**config.mk**
```make
export PLATFORM = sky130hd
export DESIGN_NAME = polygon_clip_rect_stream
export DESIGN_NICKNAME = d
export VERILOG_FILES = /design/src/rtl/core/pcr_pkg.sv /design/src/rtl/core/pcr_cross.sv /design/src/rtl/core/polygon_clip_rect_stream.sv
export SDC_FILE = /design/constraint.sdc
export NUM_CORES = 2
export LEC_CHECK = 0
export BUFFER_PORTS_ARGS = -buffer_cell sky130_fd_sc_hd__buf_2
export CAP_MARGIN = 20
export CORE_MARGIN = 1
export CORE_UTILIZATION = 50
export CTS_CLUSTER_DIAMETER = 50
export CTS_CLUSTER_SIZE = 40
export DETAILED_ROUTE_END_ITERATION = 7
export HOLD_SLACK_MARGIN = 0.05
export PLACE_DENSITY_LB_ADDON = 0.15
export SYNTH_ARGS = -nofsm -noshare
export SYNTH_HDL_FRONTEND = slang
export SYNTH_SLANG_ARGS = --single-unit
```
**constraint.sdc**
```tcl
create_clock -name clk -period 8.5 [get_ports clk]
set_input_delay 1.275 -clock clk [delete_from_list [all_inputs] [get_ports clk]]
set_output_delay 1.275 -clock clk [all_outputs]
set_load 0.05 [all_outputs]
```
**src/rtl/core/pcr_pkg.sv**
```systemverilog
package pcr_pkg;

  localparam int COORD_W    = 16;
  localparam int NUM_STAGES = 4;
  localparam int STAGE_W    = 3;
  localparam int CFG_IDX_W  = 2;
  localparam int STK_DEPTH  = NUM_STAGES + 1;
  localparam int STK_AW     = 3;

  typedef logic signed [COORD_W-1:0] coord_t;

  typedef struct packed {
    coord_t vertex_x;
    coord_t vertex_y;
    logic   end_of_polygon;
  } in_item_t;

  typedef struct packed {
    coord_t out_x;
    coord_t out_y;
    logic   has_vertex;
    logic   polygon_done;
  } out_item_t;

  // Register indexes of the configuration port.
  localparam logic [CFG_IDX_W-1:0] CFG_MIN_X = 2'd0;
  localparam logic [CFG_IDX_W-1:0] CFG_MAX_X = 2'd1;
  localparam logic [CFG_IDX_W-1:0] CFG_MIN_Y = 2'd2;
  localparam logic [CFG_IDX_W-1:0] CFG_MAX_Y = 2'd3;

  // Edge stage codes; STG_OUT marks a vertex that left the last stage.
  localparam logic [STAGE_W-1:0] STG_MAX_X = 3'd0;
  localparam logic [STAGE_W-1:0] STG_MAX_Y = 3'd1;
  localparam logic [STAGE_W-1:0] STG_MIN_X = 3'd2;
  localparam logic [STAGE_W-1:0] STG_MIN_Y = 3'd3;
  localparam logic [STAGE_W-1:0] STG_OUT   = 3'd4;

  localparam coord_t RST_MIN_X = 16'sd0;
  localparam coord_t RST_MAX_X = 16'sd1023;
  localparam coord_t RST_MIN_Y = 16'sd0;
  localparam coord_t RST_MAX_Y = 16'sd767;

  typedef struct packed {
    logic   is_x_axis;
    coord_t bound;
    coord_t p1x;
    coord_t p1y;
    coord_t p2x;
    coord_t p2y;
  } cross_req_t;

  typedef struct packed {
    logic [STAGE_W-1:0] stage;
    coord_t             x;
    coord_t             y;
  } stk_ent_t;

endpackage

```
**src/rtl/core/pcr_cross.sv**
```systemverilog
module pcr_cross (
  input  logic               clk,
  input  logic               rst_n,
  input  logic               start,
  input  pcr_pkg::cross_req_t req,
  output logic               done,
  output pcr_pkg::coord_t    result
);

  localparam int D_W   = pcr_pkg::COORD_W + 1;
  localparam int P_W   = 2 * D_W;
  localparam int R_W   = pcr_pkg::COORD_W + 3;
  localparam int CNT_W = $clog2(P_W + 1);

  localparam logic [1:0] C_IDLE = 2'd0;
  localparam logic [1:0] C_MUL  = 2'd1;
  localparam logic [1:0] C_DIV  = 2'd2;
  localparam logic [1:0] C_RND  = 2'd3;

  logic [1:0]            state_r, state_nxt;
  logic signed [D_W-1:0] a_r, b_r, d_r;
  pcr_pkg::coord_t       base_r;
  logic [P_W-1:0]        prod_r;
  logic [D_W-1:0]        dmag_r;
  logic [D_W:0]          rem_r;
  logic                  neg_r, dz_r;
  logic [CNT_W-1:0]      cnt_r;
  logic                  done_r;
  pcr_pkg::coord_t       result_r;

  logic signed [D_W-1:0] a_in, b_in, d_in;
  pcr_pkg::coord_t       base_in;
  logic [D_W-1:0]        amag, bmag, dmag;
  logic [D_W:0]          try_v;
  logic                  ge;
  logic signed [R_W-1:0] base_e, q_e, ip, res_v;
  logic                  rnz;
  logic [D_W-1:0]        g;
  logic [D_W:0]          twog, dcmp;

  always_comb begin
    if (req.is_x_axis) begin
      a_in    = D_W'(req.bound) - D_W'(req.p1x);
      b_in    = D_W'(req.p2y) - D_W'(req.p1y);
      d_in    = D_W'(req.p2x) - D_W'(req.p1x);
      base_in = req.p1y;
    end else begin
      a_in    = D_W'(req.bound) - D_W'(req.p1y);
      b_in    = D_W'(req.p2x) - D_W'(req.p1x);
      d_in    = D_W'(req.p2y) - D_W'(req.p1y);
      base_in = req.p1x;
    end
  end

  assign amag = a_r[D_W-1] ? D_W'(-a_r) : D_W'(a_r);
  assign bmag = b_r[D_W-1] ? D_W'(-b_r) : D_W'(b_r);
  assign dmag = d_r[D_W-1] ? D_W'(-d_r) : D_W'(d_r);

  assign try_v = {rem_r[D_W-1:0], prod_r[P_W-1]};
  assign ge    = try_v >= {1'b0, dmag_r};

  // Rounding of base +/- quotient, half away from zero on the final value.
  always_comb begin
    base_e = R_W'(base_r);
    q_e    = R_W'({2'b00, prod_r[D_W-1:0]});
    rnz    = rem_r != '0;
    if (neg_r) begin
      ip = base_e - q_e - R_W'(rnz);
      g  = dmag_r - rem_r[D_W-1:0];
    end else begin
      ip = base_e + q_e;
      g  = rem_r[D_W-1:0];
    end
    twog = {g, 1'b0};
    dcmp = {1'b0, dmag_r};
    priority if (dz_r) begin
      res_v = base_e;
    end else if (!rnz) begin
      res_v = ip;
    end else if (twog > dcmp) begin
      res_v = ip + R_W'(1);
    end else if (twog < dcmp) begin
      res_v = ip;
    end else begin
      res_v = ip[R_W-1] ? ip : ip + R_W'(1);
    end
  end

  always_comb begin
    state_nxt = state_r;
    unique case (state_r)
      C_IDLE: if (start) state_nxt = C_MUL;
      C_MUL:  state_nxt = C_DIV;
      C_DIV:  if (cnt_r == CNT_W'(P_W - 1)) state_nxt = C_RND;
      C_RND:  state_nxt = C_IDLE;
      default: state_nxt = C_IDLE;
    endcase
  end

  always_ff @(posedge clk) begin
    if (!rst_n) begin
      state_r <= C_IDLE;
      done_r  <= 1'b0;
    end else begin
      state_r <= state_nxt;
      done_r  <= (state_r == C_RND);
    end
  end

  always_ff @(posedge clk) begin
    unique case (state_r)
      C_IDLE: begin
        a_r    <= a_in;
        b_r    <= b_in;
        d_r    <= d_in;
        base_r <= base_in;
      end
      C_MUL: begin
        prod_r <= P_W'(amag) * P_W'(bmag);
        dmag_r <= dmag;
        neg_r  <= a_r[D_W-1] ^ b_r[D_W-1] ^ d_r[D_W-1];
        dz_r   <= d_r == '0;
        rem_r  <= '0;
        cnt_r  <= '0;
      end
      C_DIV: begin
        rem_r  <= ge ? try_v - {1'b0, dmag_r} : try_v;
        prod_r <= {prod_r[P_W-2:0], ge};
        cnt_r  <= cnt_r + CNT_W'(1);
      end
      C_RND: begin
        result_r <= res_v[pcr_pkg::COORD_W-1:0];
      end
      default: ;
    endcase
  end

  assign done   = done_r;
  assign result = result_r;

endmodule

```
**src/rtl/core/polygon_clip_rect_stream.sv**
```systemverilog
// Channel   Direction  Payload               Handshake
// in_       input      pcr_pkg::in_item_t    in_valid / in_stall
// out_      output     pcr_pkg::out_item_t   out_valid / out_stall
// cfg_      input      index + 16-bit data   cfg_we, no wait
//
// Without a crossing or an output stall, in_stall stays high after an item is
// taken for each edge stage step or closing step of the sequencer, for the
// decision to flush and for the flush itself.
// Each crossing holds the sequencer longer in the shared crossing unit (a
// multiply step, 34 restoring divide steps of one bit each, a rounding step
// and the hand-back), and its vertex then takes one step for every stage it
// still passes.
// Reset (rst_n low, synchronous) restores the reset window and clears all
// per-stage state. The block stalls its input until an item is fully done,
// and waits on out_stall only when a result must move into the output register.
module polygon_clip_rect_stream (
  input  logic                               clk,
  input  logic                               rst_n,
  input  logic                               in_valid,
  output logic                               in_stall,
  input  pcr_pkg::in_item_t                  in_item,
  output logic                               out_valid,
  input  logic                               out_stall,
  output pcr_pkg::out_item_t                 out_item,
  input  logic                               cfg_we,
  input  logic [pcr_pkg::CFG_IDX_W-1:0]      cfg_index,
  input  logic [pcr_pkg::COORD_W-1:0]        cfg_wdata
);

  localparam int NS = pcr_pkg::NUM_STAGES;
  localparam int SW = pcr_pkg::STAGE_W;
  localparam int AW = pcr_pkg::STK_AW;

  localparam logic [1:0] S_IDLE  = 2'd0;
  localparam logic [1:0] S_RUN   = 2'd1;
  localparam logic [1:0] S_CROSS = 2'd2;
  localparam logic [1:0] S_FLUSH = 2'd3;

  logic [1:0] state_r, state_nxt;

  // Clip window.
  pcr_pkg::coord_t min_x_r, max_x_r, min_y_r, max_y_r;

  // Per-stage polygon state.
  logic            seen_r   [NS];
  pcr_pkg::coord_t first_x_r[NS];
  pcr_pkg::coord_t first_y_r[NS];
  pcr_pkg::coord_t prev_x_r [NS];
  pcr_pkg::coord_t prev_y_r [NS];

  // Pending vertices, processed depth first so results come out in order.
  pcr_pkg::stk_ent_t stk_r[pcr_pkg::STK_DEPTH];
  logic [AW-1:0]     sp_r, sp_nxt;

  logic          last_r, last_nxt;
  logic [SW-1:0] fin_k_r, fin_k_nxt;
  logic [SW-1:0] dest_r, dest_nxt;
  logic          axis_x_r, axis_x_nxt;
  pcr_pkg::coord_t bound_r, bound_nxt;

  pcr_pkg::coord_t    hold_x_r, hold_y_r;
  logic               hold_v_r, hold_v_nxt, hold_ld;
  pcr_pkg::out_item_t out_r, out_nxt;
  logic               out_v_r, out_v_nxt;
  logic               out_free;

  // Stack write port, one entry per cycle.
  logic              stk_we;
  logic [AW-1:0]     stk_wa;
  pcr_pkg::stk_ent_t stk_wd;

  // Stage state updates.
  logic          set_seen, clr_seen, upd_prev;
  logic [1:0]    st_k;

  // Edge evaluation.
  pcr_pkg::stk_ent_t  top_e;
  logic [1:0]         ev_k;
  pcr_pkg::coord_t    ev_px, ev_py, ev_cx, ev_cy, ev_bound;
  logic               ev_pin, ev_cin;
  logic               cross_start;
  pcr_pkg::cross_req_t cross_req;
  logic               cross_done;
  pcr_pkg::coord_t    cross_res;

  assign out_free = !out_v_r || !out_stall;
  assign top_e    = stk_r[sp_r - AW'(1)];

  function automatic logic inside_f(input logic [1:0] k, input pcr_pkg::coord_t x,
                                    input pcr_pkg::coord_t y, input pcr_pkg::coord_t mnx,
                                    input pcr_pkg::coord_t mxx, input pcr_pkg::coord_t mny,
                                    input pcr_pkg::coord_t mxy);
    logic r;
    unique case ({1'b0, k})
      pcr_pkg::STG_MAX_X: r = x < mxx;
      pcr_pkg::STG_MAX_Y: r = y < mxy;
      pcr_pkg::STG_MIN_X: r = x > mnx;
      default:            r = y > mny;
    endcase
    return r;
  endfunction

  // The edge under test comes from the popped vertex in normal flow, or from
  // the closing edge back to the first vertex while the polygon is finished.
  always_comb begin
    if (sp_r != '0) begin
      ev_k  = top_e.stage[1:0];
      ev_cx = top_e.x;
      ev_cy = top_e.y;
    end else begin
      ev_k  = fin_k_r[1:0];
      ev_cx = first_x_r[fin_k_r[1:0]];
      ev_cy = first_y_r[fin_k_r[1:0]];
    end
    ev_px  = prev_x_r[ev_k];
    ev_py  = prev_y_r[ev_k];
    ev_pin = inside_f(ev_k, ev_px, ev_py, min_x_r, max_x_r, min_y_r, max_y_r);
    ev_cin = inside_f(ev_k, ev_cx, ev_cy, min_x_r, max_x_r, min_y_r, max_y_r);
    unique case ({1'b0, ev_k})
      pcr_pkg::STG_MAX_X: ev_bound = max_x_r;
      pcr_pkg::STG_MAX_Y: ev_bound = max_y_r;
      pcr_pkg::STG_MIN_X: ev_bound = min_x_r;
      default:            ev_bound = min_y_r;
    endcase
  end

  assign cross_req = '{is_x_axis: ~ev_k[0], bound: ev_bound,
                       p1x: ev_px, p1y: ev_py, p2x: ev_cx, p2y: ev_cy};

  pcr_cross u_cross (
    .clk    (clk),
    .rst_n  (rst_n),
    .start  (cross_start),
    .req    (cross_req),
    .done   (cross_done),
    .result (cross_res)
  );

  // Sequencer.
  always_comb begin
    state_nxt   = state_r;
    sp_nxt      = sp_r;
    last_nxt    = last_r;
    fin_k_nxt   = fin_k_r;
    dest_nxt    = dest_r;
    axis_x_nxt  = axis_x_r;
    bound_nxt   = bound_r;
    hold_v_nxt  = hold_v_r;
    hold_ld     = 1'b0;
    out_v_nxt   = out_v_r && out_stall;
    out_nxt     = out_r;
    stk_we      = 1'b0;
    stk_wa      = sp_r;
    stk_wd      = top_e;
    set_seen    = 1'b0;
    clr_seen    = 1'b0;
    upd_prev    = 1'b0;
    st_k        = ev_k;
    cross_start = 1'b0;

    unique case (state_r)
      S_IDLE: begin
        if (in_valid) begin
          stk_we    = 1'b1;
          stk_wa    = '0;
          stk_wd    = '{stage: pcr_pkg::STG_MAX_X, x: in_item.vertex_x,
                        y: in_item.vertex_y};
          sp_nxt    = AW'(1);
          last_nxt  = in_item.end_of_polygon;
          fin_k_nxt = '0;
          state_nxt = S_RUN;
        end
      end
      S_RUN: begin
        if (sp_r != '0) begin
          if (top_e.stage == pcr_pkg::STG_OUT) begin
            // A result is kept back one place so the last one can be flagged.
            if (!hold_v_r || out_free) begin
              if (hold_v_r) begin
                out_nxt   = '{out_x: hold_x_r, out_y: hold_y_r,
                              has_vertex: 1'b1, polygon_done: 1'b0};
                out_v_nxt = 1'b1;
              end
              hold_ld    = 1'b1;
              hold_v_nxt = 1'b1;
              sp_nxt     = sp_r - AW'(1);
            end
          end else if (!seen_r[ev_k]) begin
            set_seen = 1'b1;
            sp_nxt   = sp_r - AW'(1);
          end else begin
            upd_prev = 1'b1;
            if (ev_cin) begin
              stk_we = 1'b1;
              stk_wa = sp_r - AW'(1);
              stk_wd = '{stage: SW'({1'b0, ev_k}) + SW'(1), x: ev_cx, y: ev_cy};
            end else begin
              sp_nxt = sp_r - AW'(1);
            end
            if (ev_pin != ev_cin) begin
              cross_start = 1'b1;
              dest_nxt    = SW'({1'b0, ev_k}) + SW'(1);
              axis_x_nxt  = ~ev_k[0];
              bound_nxt   = ev_bound;
              state_nxt   = S_CROSS;
            end
          end
        end else if (last_r && !fin_k_r[SW-1]) begin
          fin_k_nxt = fin_k_r + SW'(1);
          if (seen_r[ev_k]) begin
            clr_seen = 1'b1;
            if (ev_cin) begin
              stk_we = 1'b1;
              stk_wa = '0;
              stk_wd = '{stage: SW'({1'b0, ev_k}) + SW'(1), x: ev_cx, y: ev_cy};
              sp_nxt = AW'(1);
            end
            if (ev_pin != ev_cin) begin
              cross_start = 1'b1;
              dest_nxt    = SW'({1'b0, ev_k}) + SW'(1);
              axis_x_nxt  = ~ev_k[0];
              bound_nxt   = ev_bound;
              state_nxt   = S_CROSS;
            end
          end
        end else begin
          state_nxt = S_FLUSH;
        end
      end
      S_CROSS: begin
        if (cross_done) begin
          stk_we    = 1'b1;
          stk_wa    = sp_r;
          stk_wd    = axis_x_r ? '{stage: dest_r, x: bound_r, y: cross_res}
                               : '{stage: dest_r, x: cross_res, y: bound_r};
          sp_nxt    = sp_r + AW'(1);
          state_nxt = S_RUN;
        end
      end
      S_FLUSH: begin
        if (hold_v_r || last_r) begin
          if (out_free) begin
            if (hold_v_r) begin
              out_nxt = '{out_x: hold_x_r, out_y: hold_y_r,
                          has_vertex: 1'b1, polygon_done: last_r};
            end else begin
              out_nxt = '{out_x: '0, out_y: '0, has_vertex: 1'b0, polygon_done: 1'b1};
            end
            out_v_nxt  = 1'b1;
            hold_v_nxt = 1'b0;
            state_nxt  = S_IDLE;
          end
        end else begin
          state_nxt = S_IDLE;
        end
      end
      default: state_nxt = S_IDLE;
    endcase
  end

  always_ff @(posedge clk) begin
    if (!rst_n) begin
      state_r  <= S_IDLE;
      sp_r     <= '0;
      last_r   <= 1'b0;
      fin_k_r  <= '0;
      hold_v_r <= 1'b0;
      out_v_r  <= 1'b0;
      min_x_r  <= pcr_pkg::RST_MIN_X;
      max_x_r  <= pcr_pkg::RST_MAX_X;
      min_y_r  <= pcr_pkg::RST_MIN_Y;
      max_y_r  <= pcr_pkg::RST_MAX_Y;
      for (int i = 0; i < NS; i++) begin
        seen_r[i]    <= 1'b0;
        first_x_r[i] <= '0;
        first_y_r[i] <= '0;
        prev_x_r[i]  <= '0;
        prev_y_r[i]  <= '0;
      end
    end else begin
      state_r  <= state_nxt;
      sp_r     <= sp_nxt;
      last_r   <= last_nxt;
      fin_k_r  <= fin_k_nxt;
      hold_v_r <= hold_v_nxt;
      out_v_r  <= out_v_nxt;
      if (cfg_we) begin
        unique case (cfg_index)
          pcr_pkg::CFG_MIN_X: min_x_r <= cfg_wdata;
          pcr_pkg::CFG_MAX_X: max_x_r <= cfg_wdata;
          pcr_pkg::CFG_MIN_Y: min_y_r <= cfg_wdata;
          default:            max_y_r <= cfg_wdata;
        endcase
      end
      if (set_seen) begin
        seen_r[st_k]    <= 1'b1;
        first_x_r[st_k] <= ev_cx;
        first_y_r[st_k] <= ev_cy;
        prev_x_r[st_k]  <= ev_cx;
        prev_y_r[st_k]  <= ev_cy;
      end
      if (upd_prev) begin
        prev_x_r[st_k] <= ev_cx;
        prev_y_r[st_k] <= ev_cy;
      end
      if (clr_seen) begin
        seen_r[st_k] <= 1'b0;
      end
    end
  end

  always_ff @(posedge clk) begin
    dest_r   <= dest_nxt;
    axis_x_r <= axis_x_nxt;
    bound_r  <= bound_nxt;
    out_r    <= out_nxt;
    if (stk_we) begin
      stk_r[stk_wa] <= stk_wd;
    end
    if (hold_ld) begin
      hold_x_r <= top_e.x;
      hold_y_r <= top_e.y;
    end
  end

  assign in_stall  = state_r != S_IDLE;
  assign out_valid = out_v_r;
  assign out_item  = out_r;

endmodule

```
==> results.sh <==
export IMPL_core_area_um2=104000
export IMPL_min_path_type="register to register"
export IMPL_period_minus_slack_ps=8200
export IMPL_r2r_cells=28
export IMPL_synth_area_um2=52400
export IMPL_die_x_um=326
export IMPL_cts_tree="yes"
export IMPL_r2r_start="u_cross.a_r[1]"
export IMPL_crit_family="adder cells"
export IMPL_final_common_cell="nand2_1"
export IMPL_drive_above_1_share_pct=11.0
export IMPL_placed_cells=6554
export IMPL_fin_setup_tns_ps=0
export IMPL_endpoint="u_cross.prod_r[33]"
export IMPL_grt_pass1_vias=37700
export IMPL_fmax_mhz=122
export IMPL_io_buffers=91
export IMPL_ctsHoldBuffers=0
export IMPL_wl_per_cell_um=23.8
export IMPL_slew_violations=0
export IMPL_root_buffer="clkbuf_16"
export IMPL_gp_congestion=0.956
export IMPL_rrSetupSlack_ps=300
export IMPL_path_depth=28
export IMPL_period_share_pct=96.5
export IMPL_antenna_found_initial=3
export IMPL_async_flop_share_pct=0
export IMPL_grt_use_total_pct=29.9
export IMPL_drt_iter0_drc=3949
export IMPL_cts_max_level=3
export IMPL_area_growth_pct=11.6
export IMPL_synthesis_nets=5834
export IMPL_gr_total_overflow=0
export IMPL_synthCells=5141
export IMPL_dr_total_vias=39400
export IMPL_first_pass_iters=7
export IMPL_slowest_stage="fa_1"
export IMPL_cp_start_kind="register"
export IMPL_r2r_end="u_cross.prod_r[33]"
export IMPL_worstSetupPathType="register to register"
export IMPL_cpPeakStageDelay_ps=580
export IMPL_worst_slew_pin_slew_ps=1080
export IMPL_routed_wl_mm=160
export IMPL_multiInputGateArea_um2=27600
export IMPL_whs_ps=456
export IMPL_num_io_pins=92
export IMPL_run_status="finished, final reports clean"
export IMPL_path_common_cell="fa_1"
export IMPL_clock_sinks=760
export IMPL_fin_cells=6722
export IMPL_yosysUniqueCellTypes=81
export IMPL_die_area_um2=106000
export IMPL_hold_viol=0
export IMPL_synth_seq_cells=760
export IMPL_ys_seq_area_share_pct=42.0
export IMPL_start_util_pct=50.5
export IMPL_drc=0
export IMPL_n_fill_cell=9041
export IMPL_path_clk_slew_ps=60
export IMPL_maxSlewHeadroom_pct=27.5
export IMPL_syn_mean_instance_area_um2=10.2
export IMPL_synth_edff_count=677
export IMPL_grt_max_degree=68
export IMPL_path_max_fanout=5
export IMPL_viasPerCell=5.86
export IMPL_grt_pass1_wl_mm=239
export IMPL_register_area_um2=22000
export IMPL_clkLatencyLatePin_ps=700
export IMPL_dominantRegCellSynth="edfxtp_1"
export IMPL_die_h_um=326
export IMPL_drv_cap=0
export IMPL_ant_nets=0
export IMPL_finalClockSkew_ps=62.3
export IMPL_num_rows=118
export IMPL_hpwl_mm=124
export IMPL_finalSetupViolations=0
export IMPL_arrival_ps=8590
export IMPL_clk_path_buf_depth=3
export IMPL_crit_buf_inv=4
export IMPL_nNetsFinal=5961
export IMPL_final_cell_mix="nand2_1, edfxtp_1, inv_1, nor2_1, ha_1"
export IMPL_yosys_warnings=0
export IMPL_numCtsBuffers=86
export IMPL_crit_start="u_cross.a_r[1]"
export IMPL_setup_ws_ps=298
export IMPL_end_kind="register"
export IMPL_post_place_ws_ps=-56.5
export IMPL_cp_required_ps=8890
-- area by class of cell --
| class | count | area share (%) |
|---|---|---|
| flip-flops and latches | 760 | 37.6 |
| inverters | 631 | 4.05 |
| well taps | 1380 | 2.95 |
| repair buffers | 249 | 2.95 |
| clock buffers | 93 | 3.77 |
| diodes | 2 | 0.00856 |
| multi-input cells | 3540 | 47.2 |
| clock inverters | 67 | 1.43 |
-- logic make-up (layout without fill, tap and decap cells) --
logic type	after synthesis	in the layout	share of synthesized area, %
and+or+nand+nor	1636	1636	13.5
buffers and inverters	841	1040	6.03
AOI/OAI and AO/OA	829	829	10.2
DFF	760	760	42.0
adders and majority gates	637	637	18.5
muxes	267	267	6.85
xor gates and xnor gates	171	171	2.86
other	0	2	0
-- how the worst min path moves through the flow --
stage / startpoint / endpoint / slack (ps) / cells after the start
floorplan: min_y_r[10] / min_y_r[10] / 440 / 2
global placement: min_y_r[4] / min_y_r[4] / 440 / 2
detailed placement: min_y_r[15] / min_y_r[15] / 450 / 2
CTS: min_y_r[15] / min_y_r[15] / 460 / 2
global route: min_y_r[4] / min_y_r[4] / 470 / 2
finish: min_y_r[7] / min_y_r[7] / 460 / 2
-- registers in the layout (all words and copies together) (netlist names), 17 cells and up, named ones only --
name,flops
first_x_r,64
first_y_r,64
out_item,34
prev_x_r,64
prev_y_r,64
stk_r,175
u_cross.a_r,17
u_cross.b_r,17
u_cross.d_r,17
u_cross.dmag_r,17
u_cross.prod_r,34
u_cross.rem_r,18
-- per-layer routing --
| metal | vias up | share of wire (%) | track usage (%) |
|---|---|---|---|
| met3 | 278 | 7.8 | 4.62 |
| met5 | - | 0.016 | 0 |
| met2 | 1631 | 47 | 48.3 |
| li1 | 18200 | - | - |
| met1 | 19300 | 41 | 40.9 |
| met4 | 4 | 4.1 | 11.0 |
-- cells in the mapped netlist (all sizes together) (13+ instances only) --
| cell type | count | area, µm² |
|---|---|---|
| xor2 | 62 | 543 |
| mux2 | 41 | 465 |
| fa | 232 | 4640 |
| o22ai | 30 | 188 |
| a222oi | 38 | 380 |
| nand3b | 15 | 113 |
| xnor2 | 109 | 955 |
| edfxtp | 677 | 20300 |
| a31oi | 19 | 119 |
| nand2 | 708 | 2660 |
| or3 | 29 | 181 |
| a21o | 67 | 503 |
| nor2 | 520 | 1950 |
| a211oi | 26 | 200 |
| a21oi | 226 | 1130 |
| mux2i | 157 | 1570 |
| o31ai | 24 | 180 |
| ha | 405 | 5070 |
| or4 | 18 | 135 |
| nand3 | 86 | 430 |
| o221ai | 16 | 140 |
| nor2b | 28 | 175 |
| and3 | 19 | 119 |
| buf | 33 | 130 |
| dfxtp | 83 | 1660 |
| o21a | 28 | 210 |
| and2 | 55 | 344 |
| o211ai | 28 | 210 |
| nand2b | 34 | 213 |
| nor4 | 13 | 81.3 |
| nor3 | 52 | 260 |
| clkbuf | 177 | 664 |
| inv | 631 | 2370 |
| nand4 | 34 | 213 |
| a21boi | 14 | 105 |
| mux4 | 69 | 1550 |
| o21ai | 211 | 1060 |
-- metrics by stage --
| step | cell area [µm²] | utilization (%) |
|---|---|---|
| 6_report | 58500 | 56.3 |
| 5_1_grt | 58500 | 56.3 |
| 4_1_cts | 58200 | 56.1 |
| 3_5_place_dp | 55200 | 53.2 |
| 3_3_place_gp | 55200 | 53.2 |
| 2_1_floorplan | 52400 | - |
-- worst min-delay path, delay by kind of cell, from the launching register on --
family | cells | cell delay (ps)
flops | 1 | 310
simple gates | 1 | 50
compound gates | 1 | 50
-- what timing repair did --
item,4_1_cts,5_1_grt
endpoints found under the hold margin,0,0
buffers inserted,0,5
setup endpoints to repair,2,9
pin swaps,0,7
resized for setup,2,36
Power is not shown: default switching activity piles up to over one toggle a cycle in this logic, so the estimate is an artifact.
